`src/sv/sdc_pkg.sv`:
```
`timescale 1ns / 1ps
package sdc_pkg;

  localparam int DRIVES_DEF = 2;
  localparam int SPD_DEF    = 1024;

  // Sector numbers, before and after interleave
  localparam int SEC_W = 17;
  localparam int CFG_IDX_W  = 3;
  localparam int CFG_DATA_W = 11;

  localparam logic FUNC_WR = 1'b0;
  localparam logic FUNC_RD = 1'b1;

  localparam logic [2:0] PORT_DATA  = 3'd0;
  localparam logic [2:0] PORT_STAT  = 3'd1;
  localparam logic [2:0] PORT_RST_A = 3'd2;
  localparam logic [2:0] PORT_RST_B = 3'd4;

  localparam logic [2:0] REG_DRV_PRESENT = 3'd0;
  localparam logic [2:0] REG_WR_PROTECT  = 3'd1;
  localparam logic [2:0] REG_SEC_COUNT   = 3'd2;
  localparam logic [2:0] REG_SEC_PER_CL  = 3'd3;
  localparam logic [2:0] REG_NEW_ADDR    = 3'd4;
  localparam logic [2:0] REG_ILV_MASK    = 3'd5;
  localparam logic [2:0] REG_ILV_FACTOR  = 3'd6;

  localparam logic [10:0] SEC_COUNT_RST = 11'd640;
  localparam logic [5:0]  SPC_RST       = 6'd1;

  localparam logic [2:0] PH_K0 = 3'd0;
  localparam logic [2:0] PH_K3 = 3'd3;
  localparam logic [2:0] PH_UL = 3'd4;
  localparam logic [2:0] PH_DL = 3'd5;

  localparam int K0_RD = 0;
  localparam int K0_DL = 1;
  localparam int K0_UL = 2;
  localparam int K0_WR = 3;

  localparam logic [7:0] STAT_NOTRDY = 8'h80;
  localparam logic [7:0] STAT_READY  = 8'h01;
  localparam logic [7:0] STAT_IDLE   = 8'h80;
  localparam logic [7:0] PRI_ERR     = 8'h08;
  localparam logic [7:0] PRI_WP      = 8'h80;
  localparam logic [7:0] AUX_NODRV   = 8'h80;
  localparam logic [7:0] AUX_RANGE   = 8'h10;
  localparam logic [7:0] AUX_WP      = 8'h40;
  localparam logic [7:0] RD_UNUSED   = 8'hFF;
  localparam logic [2:0] NR_INIT     = 3'd4;

  typedef struct packed {
    logic take;
    logic dl_emit;
    logic sec_ld;
    logic chk;
    logic start_dl;
    logic start_ul;
    logic wp_fail;
    logic end_run;
    logic ilv_ld;
    logic mod_step;
    logic cp_in;
    logic cp_out;
  } sdc_cmd_t;

  typedef struct packed {
    logic       out_free;
    logic       dl_go;
    logic       k3_go;
    logic       ul_last;
    logic       dl_end;
    logic       chk_ok;
    logic [3:0] k0;
    logic       wp;
    logic       ofs_ok;
    logic       cp_done;
  } sdc_stat_t;

endpackage

```
`src/sv/sdc_ctrl.sv`:
```
`timescale 1ns / 1ps
module sdc_ctrl
  import sdc_pkg::*;
(
  input  logic      clk,
  input  logic      rst_n,
  input  logic      in_valid,
  output logic      in_ready,
  input  sdc_stat_t st,
  output sdc_cmd_t  cmd
);

  typedef enum logic [9:0] {
    S_IDLE  = 10'b00_0000_0001,
    S_DLRD  = 10'b00_0000_0010,
    S_CSEC  = 10'b00_0000_0100,
    S_CHK   = 10'b00_0000_1000,
    S_RUN   = 10'b00_0001_0000,
    S_SEC   = 10'b00_0010_0000,
    S_ILV   = 10'b00_0100_0000,
    S_MOD   = 10'b00_1000_0000,
    S_CPIN  = 10'b01_0000_0000,
    S_CPOUT = 10'b10_0000_0000
  } sdc_state_t;

  sdc_state_t state_r, state_nxt;
  logic acc;

  assign in_ready = (state_r == S_IDLE) && st.out_free;
  assign acc      = in_valid && in_ready;

  always_comb begin
    state_nxt = state_r;
    cmd       = '0;
    case (state_r)
      S_IDLE: begin
        cmd.take = acc;
        if (acc) begin
          if (st.dl_go) state_nxt = S_DLRD;
          else if (st.k3_go) state_nxt = S_CSEC;
          else if (st.ul_last) state_nxt = S_RUN;
        end
      end
      S_DLRD: begin
        cmd.dl_emit = 1'b1;
        state_nxt = st.dl_end ? S_RUN : S_IDLE;
      end
      S_CSEC: begin
        cmd.sec_ld = 1'b1;
        state_nxt = S_CHK;
      end
      S_CHK: begin
        cmd.chk = 1'b1;
        state_nxt = st.chk_ok ? S_RUN : S_IDLE;
      end
      S_RUN: begin
        if (st.k0[K0_RD]) begin
          state_nxt = S_SEC;
        end else if (st.k0[K0_DL]) begin
          cmd.start_dl = 1'b1;
          state_nxt = S_IDLE;
        end else if (st.k0[K0_UL]) begin
          cmd.start_ul = 1'b1;
          state_nxt = S_IDLE;
        end else if (st.k0[K0_WR] && st.wp) begin
          cmd.wp_fail = 1'b1;
          state_nxt = S_IDLE;
        end else if (st.k0[K0_WR]) begin
          state_nxt = S_SEC;
        end else begin
          cmd.end_run = 1'b1;
          state_nxt = S_IDLE;
        end
      end
      S_SEC: begin
        cmd.sec_ld = 1'b1;
        state_nxt = S_ILV;
      end
      S_ILV: begin
        cmd.ilv_ld = 1'b1;
        state_nxt = S_MOD;
      end
      S_MOD: begin
        if (st.ofs_ok) state_nxt = st.k0[K0_RD] ? S_CPIN : S_CPOUT;
        else cmd.mod_step = 1'b1;
      end
      S_CPIN: begin
        cmd.cp_in = 1'b1;
        if (st.cp_done) state_nxt = S_RUN;
      end
      S_CPOUT: begin
        cmd.cp_out = 1'b1;
        if (st.cp_done) state_nxt = S_IDLE;
      end
      default: begin
        state_nxt = S_IDLE;
      end
    endcase
  end

  always_ff @(posedge clk) begin
    if (!rst_n) begin
      state_r <= S_IDLE;
    end else begin
      state_r <= state_nxt;
    end
  end

  // Copies and address steps only run with the host side closed
  a_busy_closed: assert property (@(posedge clk) disable iff (!rst_n)
    (state_r != S_IDLE) |-> !in_ready)
    else $error("input open outside idle");
  a_copy_exit: assert property (@(posedge clk) disable iff (!rst_n)
    (state_r == S_CPOUT && st.cp_done) |=> (state_r == S_IDLE))
    else $error("copy to medium did not finish");
  a_chk_src: assert property (@(posedge clk) disable iff (!rst_n)
    (state_r == S_CHK) |-> ($past(state_r) == S_CSEC))
    else $error("check without fresh sector");

endmodule

```
`config.mk`:
```
export PLATFORM = sky130hd
export DESIGN_NAME = sdc_ctrl
export DESIGN_NICKNAME = d
export VERILOG_FILES = /design/src/sv/sdc_pkg.sv /design/src/sv/sdc_ctrl.sv
export SDC_FILE = /design/constraint.sdc
export NUM_CORES = 1
export LEC_CHECK = 0
export ABC_AREA = 1
export BUFFER_PORTS_ARGS = -buffer_cell sky130_fd_sc_hd__buf_2
export CORE_MARGIN = 2
export CORE_UTILIZATION = 54
export CTS_CLUSTER_SIZE = 12
export DETAILED_ROUTE_END_ITERATION = 12
export PLACE_DENSITY = 0.83
export RECOVER_POWER = 100
export SLEW_MARGIN = 20
export SYNTH_ARGS = -nofsm -noshare
export SYNTH_HDL_FRONTEND = slang
export SYNTH_SLANG_ARGS = --single-unit
```
`constraint.sdc`:
```
create_clock -name clk -period 4.2 [get_ports clk]
set_clock_uncertainty 0.2 [all_clocks]
set_input_delay 0.42 -clock clk [delete_from_list [all_inputs] [get_ports clk]]
set_output_delay 0.42 -clock clk [all_outputs]
set_load 0.005 [all_outputs]
```
Word level (Yosys, flattened, before mapping) --
Index checks and enable logic that the tools add are counted.
Storage, ports and cells: register bits after elaboration 10, latch bits 0, bits in writable memories 0, bits in read-only memories 0, bits of input ports 16, output and inout bits 13, word-level logic and storage cells 55, memories kept 0
Cells by class: add/subtract/negate cells 0, multipliers 0, div/mod/pow operators 0, order comparisons 0, eq/ne operators 15, shifts and indexed selects 0, multiplexer cells 34, bitwise gates (word level) 0, reductions and logical operators 5
Operators with widths (number):
- $mux 10 | 12
- $pmux 10 s10 | 1
- $mux 1 | 14
- $eq 10x1->1 const B | 1
- $eq 10x10->1 const B | 1
- $eq 10x2->1 const B | 1
- $eq 10x3->1 const B | 1
- $eq 10x4->1 const B | 1
- $eq 10x5->1 const B | 1
- $eq 10x6->1 const B | 1
- $eq 10x7->1 const B | 1
- $eq 10x8->1 const B | 1
- $eq 10x9->1 const B | 1
- $mux 5 | 2
- $mux 4 | 2
- $ne 2x2->1 const B | 4
- $mux 6 | 1
- $reduce_and 5->1 | 1
- $ne 4x4->1 const B | 1
- $logic_and 1x1->1 | 3
- $mux 3 | 1
- $mux 2 | 1
- $reduce_or 2->1 | 1

Longest topological paths before layout --
Gate-level depths: netlist of run 1.
depth after elaboration 6, mapped depth 11, mapped depth without buffers 11

Worst setup path after synthesis of run 1 --
OpenSTA, ideal clock, no wires.
kind register -> output, from register state_r[2], to output port cmd[5] (netlist name), arrival time 1090 ps, data required time 3580 ps, path slack 2490 ps, cell stages (with the launch flop) 8, path buffers 0, path through dfxtp_1 -> nor2_2 -> nand2_2 -> inv_2 -> nand3_2 -> inv_1 -> nand3_1 -> nor4_2
RTL lines:
- start, declared | RTL line sdc_ctrl.sv:26 | sdc_state_t state_r, state_nxt;
- start signal, assigned | RTL line sdc_ctrl.sv:105 | state_r <= state_nxt;
- end, declared | RTL line sdc_ctrl.sv:10 | output sdc_cmd_t cmd

==> results_dict.tcl, run 1 <==
set metrics [dict create \
    outcome "finished clean" \
    logic_pwr_share_pct 64.4 \
    synth.top_cells.by_area "sky130_fd_sc_hd__dfxtp_1 21%, sky130_fd_sc_hd__inv_1 14%, sky130_fd_sc_hd__nand2_1 12%" \
    largest_register_ffs 10 \
    holdCritPathClass "input pin to register" \
    worst_pin_slew_ns 0.631 \
    element_type_at_the_critical_path_start "register" \
    hold_depth 3 \
    worstSkewPairLatency_ns 0.27 \
    netSwitchingPower_uw 339 \
    timing.critical_path.slowest_stage_cell "sky130_fd_sc_hd__dfxtp_1" \
    sequential_group_share_of_total_power_pct 21.7 \
    setup_viol_count_final 0 \
    post-cts-setup-buffer-count 0 \
    total_power_uw 639 \
    clock_sink_count 10 \
    overflow 0 \
    chipWidth_um 46.0 \
    remaining_max_slew_budget_at_the_tightest_pin_pct 57.8 \
    area.growth.synth_to_final_pct 13.9 \
    synth-async-reset-ratio_pct 0 \
    clock-root-buffer "sky130_fd_sc_hd__clkbuf_4" \
    hold_path_startpoint "st[10]" \
    synth_area_um2 952 \
    synth_largest_type_area_fraction_pct 21.0 \
    h-tree-depth 1 \
    syn_nets 176 \
    final_max_slew_viol_count 0 \
    cellLeakagePower_uw 0.000667 \
    route.antenna.remaining_nets 0 \
    ys_dominant_reg_cell "sky130_fd_sc_hd__dfxtp_1" \
    synth_seq_cells 10 \
    dp_cells 204 \
    nets 208 \
    tritoncts "done" \
    die_area_um2 2120 \
    cts_hold_buffers 0 \
    diodes 0 \
    cpPeakStageDelay_ns 0.33 \
    drive_above_1_share_pct 20.9 \
    cts_buffer_depth 2 \
    detail_route.wirelength_um 2350 \
    largest-register "state_r" \
    fin_crit_ns 2.48 \
    rsz0062_at_grt "no" \
    timing_worst_setup_path_type "register to output port" \
    drc 0 \
    ir_worst_vdd_mv 0.298 \
    fp.dieH_um 46.0 \
    routed_via_count_divided_by_cell_count 5.24 \
    synth_edf_count 0 \
    first_pass_grt_wire_length_um 3760 \
    detailroute.via_count 1090 \
    setup_tns_ns 0 \
    min_to "state_r[2]$_SDFFE_PN0P_" \
    synth_cells 160 \
    cell_taking_the_most_area_after_synthesis "sky130_fd_sc_hd__dfxtp_1" \
    p_int_uw 301 \
    initial_antenna_violation_count 0 \
    design.portCount 29 \
    drv.max_cap_violation_count 0 \
    grt_max_degree 11 \
    timing_hold_violations_final 0 \
    crit_arrival_ns 1.86 \
    core_region_area_um2 1690 \
    fin_ws_ns 1.72 \
    drc_marker_count_from_the_first_detailed_route_iteration 40 \
    yosys_warnings 0 \
    r2r_setup_slack_ns 2.16 \
    required_ns 3.58 \
    initial_util_pct 56.4 \
    gpl.final_weighted_congestion 0.894 \
    drt-wirelength-per-cell_um 11.3 \
    finish.cell_count_without_fillers 208 \
    p_sw_share_pct 53.0 \
    rr_worst_depth 9 \
    post_synth_num_cell_types 24 \
    cellPowerDensity_nw_per_um2 589 \
    mean_syn_cell_area_um2 5.95 \
    largest_fanout_on_the_critical_path 5 \
    dr.pass1.iters 5 \
    layout_top_registers "state_r x10" \
    synth_sequential_area_ratio_pct 21.0 \
    worst_r2r_endpoint "state_r[9]$_SDFFE_PN0P_" \
    preCtsSetupSlack_ns 2.23 \
    dp_hpwl_um 1980 \
    number_of_placement_rows 15 \
    track_usage_pct 24.6 \
    cts_inserted_buffers 3 \
    power.share.clock_pct 13.9 \
    worstPathCellList "nor2_1, nand2_1, inv_1, nand3_1, inv_1, nand3_1, nor4_2, clkbuf_1" \
    fmax_mhz 404 \
    via_count_of_the_first_global_routing_pass 959 \
    min_period_over_period_pct 59.0 \
    cts_resized 0 \
    rr_startpoint "state_r[8]$_SDFFE_PN0P_" \
    cts.reportedPaths.clkPinSlew_ns 0.07 \
    critical_path.endpoint_type "output port" \
    port_buffers 28 \
]
per-layer routing:
layer  track usage (%)  vias up  wire length (µm)
met4              9.14        0                48
met1              29.2      473              1030
met2              44.4       51              1130
met5                 0        -                 0
li1                  -      557                 -
met3              2.78        9               138
synthesized netlist by cell type (3+ instances only):
| library cell | instances |
|---|---|
| sky130_fd_sc_hd__inv_1 | 35 |
| sky130_fd_sc_hd__nand2_1 | 31 |
| sky130_fd_sc_hd__nor2_1 | 26 |
| sky130_fd_sc_hd__dfxtp_1 | 10 |
| sky130_fd_sc_hd__nand3_1 | 10 |
| sky130_fd_sc_hd__nand4_1 | 7 |
| sky130_fd_sc_hd__nor3_1 | 6 |
| sky130_fd_sc_hd__nand2_2 | 5 |
| sky130_fd_sc_hd__nor2_4 | 5 |
| sky130_fd_sc_hd__inv_2 | 4 |
| sky130_fd_sc_hd__nor2_2 | 4 |
| sky130_fd_sc_hd__o21ai_0 | 3 |
final cells by class:
class                      instances  area [µm²]
tap                               17        21.3
inverter                          39         146
timing repair buffer              28         135
clock buffer                       4        36.3
fill                             168         604
sequential                        10         200
multi-input combinational        110         546
how the worst max path moves through the flow:
stage,cells after the start,from,slack [ns],endpoint
5_1_grt,8,state_r[2]$_SDFFE_PN0P_,1.55,cmd[5]
2_1_floorplan,7,state_r[2]$_SDFFE_PN0P_,2.49,cmd[5]
4_1_cts,8,state_r[2]$_SDFFE_PN0P_,1.93,cmd[5]
6_report,8,state_r[2]$_SDFFE_PN0P_,1.72,cmd[5]
3_3_place_gp,8,state_r[2]$_SDFFE_PN0P_,2.32,cmd[5]
3_5_place_dp,8,state_r[2]$_SDFFE_PN0P_,2.23,cmd[5]
metrics by stage:
stage	instance area, µm²	util, %	hold WS [ns]
2_1_floorplan	952	-	0.333
3_3_place_gp	1110	65.6	0.355
3_5_place_dp	1110	65.6	0.372
4_1_cts	1140	67.8	0.222
5_1_grt	1080	64.2	0.262
6_report	1080	64.2	0.219
cell usage in the layout, fill, tap and decap left out, types with 4 or more instances in the layout:
cell type / n
sky130_fd_sc_hd__nand4_1: 8
sky130_fd_sc_hd__nor3_1: 6
sky130_fd_sc_hd__buf_2: 22
sky130_fd_sc_hd__nand2_1: 35
sky130_fd_sc_hd__inv_1: 38
sky130_fd_sc_hd__clkbuf_1: 4
sky130_fd_sc_hd__nand3_1: 11
sky130_fd_sc_hd__nor2_1: 30
sky130_fd_sc_hd__dfxtp_1: 10
power by group through the flow:
stage	Combinational, µW	Clock (µW)	Sequential (µW)
floorplan	379	0	140
global placement	463	0	142
detailed placement	471	0	144
CTS	473	89.1	142
global route	459	94.1	141
finish	412	88.8	139
critical path, delay by kind of cell, from the launching register on:
| kind | cells | cell delay [ns] |
|---|---|---|
| DFF | 1 | 0.33 |
| buffers and inverters | 3 | 0.43 |
| and+or+nand+nor | 5 | 0.83 |
kinds of logic (layout without fill, tap and decap cells):
family | after synthesis | in the layout | synth area share (%)
flops | 10 | 10 | 21.0
compound gates | 7 | 7 | 5.52
simple gates | 103 | 103 | 57.6
buf+inv | 40 | 71 | 15.9
No activity file was read; power rests on OpenSTA's default activity.
==> run 2: changes to the inputs <==
--- a/config.mk
+++ b/config.mk
@@ -8,10 +8,10 @@
 export ABC_AREA = 1
 export BUFFER_PORTS_ARGS = -buffer_cell sky130_fd_sc_hd__buf_2
 export CORE_MARGIN = 2
-export CORE_UTILIZATION = 54
+export CORE_UTILIZATION = 50
 export CTS_CLUSTER_SIZE = 12
 export DETAILED_ROUTE_END_ITERATION = 12
-export PLACE_DENSITY = 0.83
+export PLACE_DENSITY = 0.78
 export RECOVER_POWER = 100
 export SLEW_MARGIN = 20
 export SYNTH_ARGS = -nofsm -noshare
==> constraint.sdc (replaced) <==
create_clock -name clk -period 2.5 [get_ports clk]
set_clock_uncertainty 0.2 [all_clocks]
set_input_delay 0.25 -clock clk [delete_from_list [all_inputs] [get_ports clk]]
set_output_delay 0.25 -clock clk [all_outputs]
set_load 0.005 [all_outputs]
==> results_dict.tcl, run 2 (synthesized netlist as in run 1, its figures left out) <==
set metrics [dict create \
    h-tree-depth 1 \
    cellLeakagePower_uw 0.000663 \
    worstSkewPairLatency_ns 0.27 \
    detail_route.wirelength_um 2600 \
    dp_hpwl_um 1950 \
    rr_startpoint "state_r[6]$_SDFFE_PN0P_" \
    drv.max_cap_violation_count 0 \
    port_buffers 28 \
    tritoncts "done" \
    die_area_um2 2270 \
    final_cell_mix "36 x sky130_fd_sc_hd__inv_1, 34 x sky130_fd_sc_hd__nand2_1, 30 x sky130_fd_sc_hd__nor2_1" \
    overflow 0 \
    track_usage_pct 25.6 \
    crit_arrival_ns 1.74 \
    nFillCells 185 \
    worst_pin_slew_ns 0.702 \
    largest_fanout_on_the_critical_path 7 \
    fin_crit_ns 2.19 \
    worst_r2r_endpoint "state_r[0]$_SDFFE_PN1P_" \
    cts.reportedPaths.clkPinSlew_ns 0.07 \
    ir_worst_vdd_mv 0.427 \
    final_core_utilization_pct 62.5 \
    most_common_cell_after_layout_fill_and_taps_aside "sky130_fd_sc_hd__inv_1" \
    largest-register "state_r" \
    critical_path.endpoint "cmd[11]" \
    detailroute.via_count 1135 \
    cts_inserted_buffers 3 \
    drt-wirelength-per-cell_um 12.0 \
    clock-root-buffer "sky130_fd_sc_hd__clkbuf_4" \
    setup_tns_ns 0 \
    via_count_of_the_first_global_routing_pass 1025 \
    largest_register_ffs 10 \
    route.antenna.remaining_nets 0 \
    fin_ws_ns 0.311 \
    nets 208 \
    clock_sink_count 10 \
    cts_hold_buffers 0 \
    min_period_over_period_pct 87.6 \
    timing_worst_setup_path_type "register to output port" \
    drive_above_1_share_pct 22.5 \
    grt_max_degree 11 \
    cts_buffer_depth 2 \
    diodes 0 \
    remaining_max_slew_budget_at_the_tightest_pin_pct 53.0 \
    first_pass_grt_wire_length_um 4070 \
    holdCritPathClass "input pin to register" \
    fp.dieH_um 47.6 \
    cellPowerDensity_nw_per_um2 1010 \
    initial_util_pct 54.0 \
    rsz0062_at_grt "no" \
    fmax_mhz 457 \
    element_type_at_the_critical_path_start "register" \
    standard_cell_area_after_detailed_placement_um2 1120 \
    required_ns 2.05 \
    critical_path.endpoint_type "output port" \
    r2r_setup_slack_ns 0.41 \
    number_of_placement_rows 15 \
    routed_via_count_divided_by_cell_count 5.25 \
    drc_marker_count_from_the_first_detailed_route_iteration 66 \
    dr.pass1.iters 5 \
    design.portCount 29 \
    preCtsSetupSlack_ns 0.717 \
    timing_hold_violations_final 0 \
    layout_top_registers "state_r x10" \
    initial_antenna_violation_count 0 \
    final_area_um2 1100 \
    rr_worst_depth 9 \
    drc 0 \
    outcome "finished clean" \
    final_max_slew_viol_count 0 \
    crit_path_start "state_r[6]$_SDFFE_PN0P_" \
    area.growth.synth_to_final_pct 15.8 \
    post-cts-setup-buffer-count 0 \
    cts_resized 0 \
    setup_viol_count_final 0 \
    chipWidth_um 47.6 \
    gpl.final_weighted_congestion 0.889 \
    core_region_area_um2 1760 \
]
-- run 2: power breakdown --
part | internal, µW | switching, µW | total [µW]
registers | 198 | 38.1 | 236
clock network | 88.6 | 58.5 | 147
logic | 229 | 505 | 734
-- run 2: layout make-up --
cell class	instances	area, µm²	area share (%)
Multi-Input combinational cell	110	554	50.3
Clock buffer	4	36.3	3.29
Timing Repair Buffer	28	134	12.1
Tap cell	25	31.3	2.84
Inverter	39	146	13.3
Sequential cell	10	200	18.2
-- run 2: metrics by stage --
step / cells / hold slack, ns / power, µW
3_5_place_dp: 212 / 0.344 / 1040
5_1_grt: 216 / 0.0818 / 1220
4_1_cts: 216 / 0.0683 / 1200
6_report: 216 / 0.0608 / 1120
2_1_floorplan: 160 / 0.196 / 871
3_3_place_gp: 212 / 0.335 / 1030
-- run 2: worst min path at each step --
stage | startpoint | endpoint | cells after the start
finish | st[10] | state_r[2]$_SDFFE_PN0P_ | 3
global placement | st[10] | state_r[2]$_SDFFE_PN0P_ | 3
global route | st[10] | state_r[2]$_SDFFE_PN0P_ | 3
floorplan | st[10] | state_r[2]$_SDFFE_PN0P_ | 2
CTS | st[10] | state_r[2]$_SDFFE_PN0P_ | 3
detailed placement | st[10] | state_r[2]$_SDFFE_PN0P_ | 3
-- run 2: metal layers --
layer | up-vias | global-route usage [%] | wire length (µm)
li1 | 555 | - | -
met2 | 67 | 46.5 | 1250
met4 | 0 | 10.8 | 73
met5 | - | 0 | 0
met1 | 501 | 28.3 | 1040
met3 | 12 | 6.04 | 238
-- run 2: critical path: stages, from the launching register on --
cell	delay, ns
sky130_fd_sc_hd__dfxtp_1	0.35
sky130_fd_sc_hd__nor2_1	0.32
sky130_fd_sc_hd__nand2_4	0.16
sky130_fd_sc_hd__nor2_4	0.15
sky130_fd_sc_hd__nand2_1	0.16
sky130_fd_sc_hd__nor3_1	0.19
sky130_fd_sc_hd__clkbuf_1	0.14
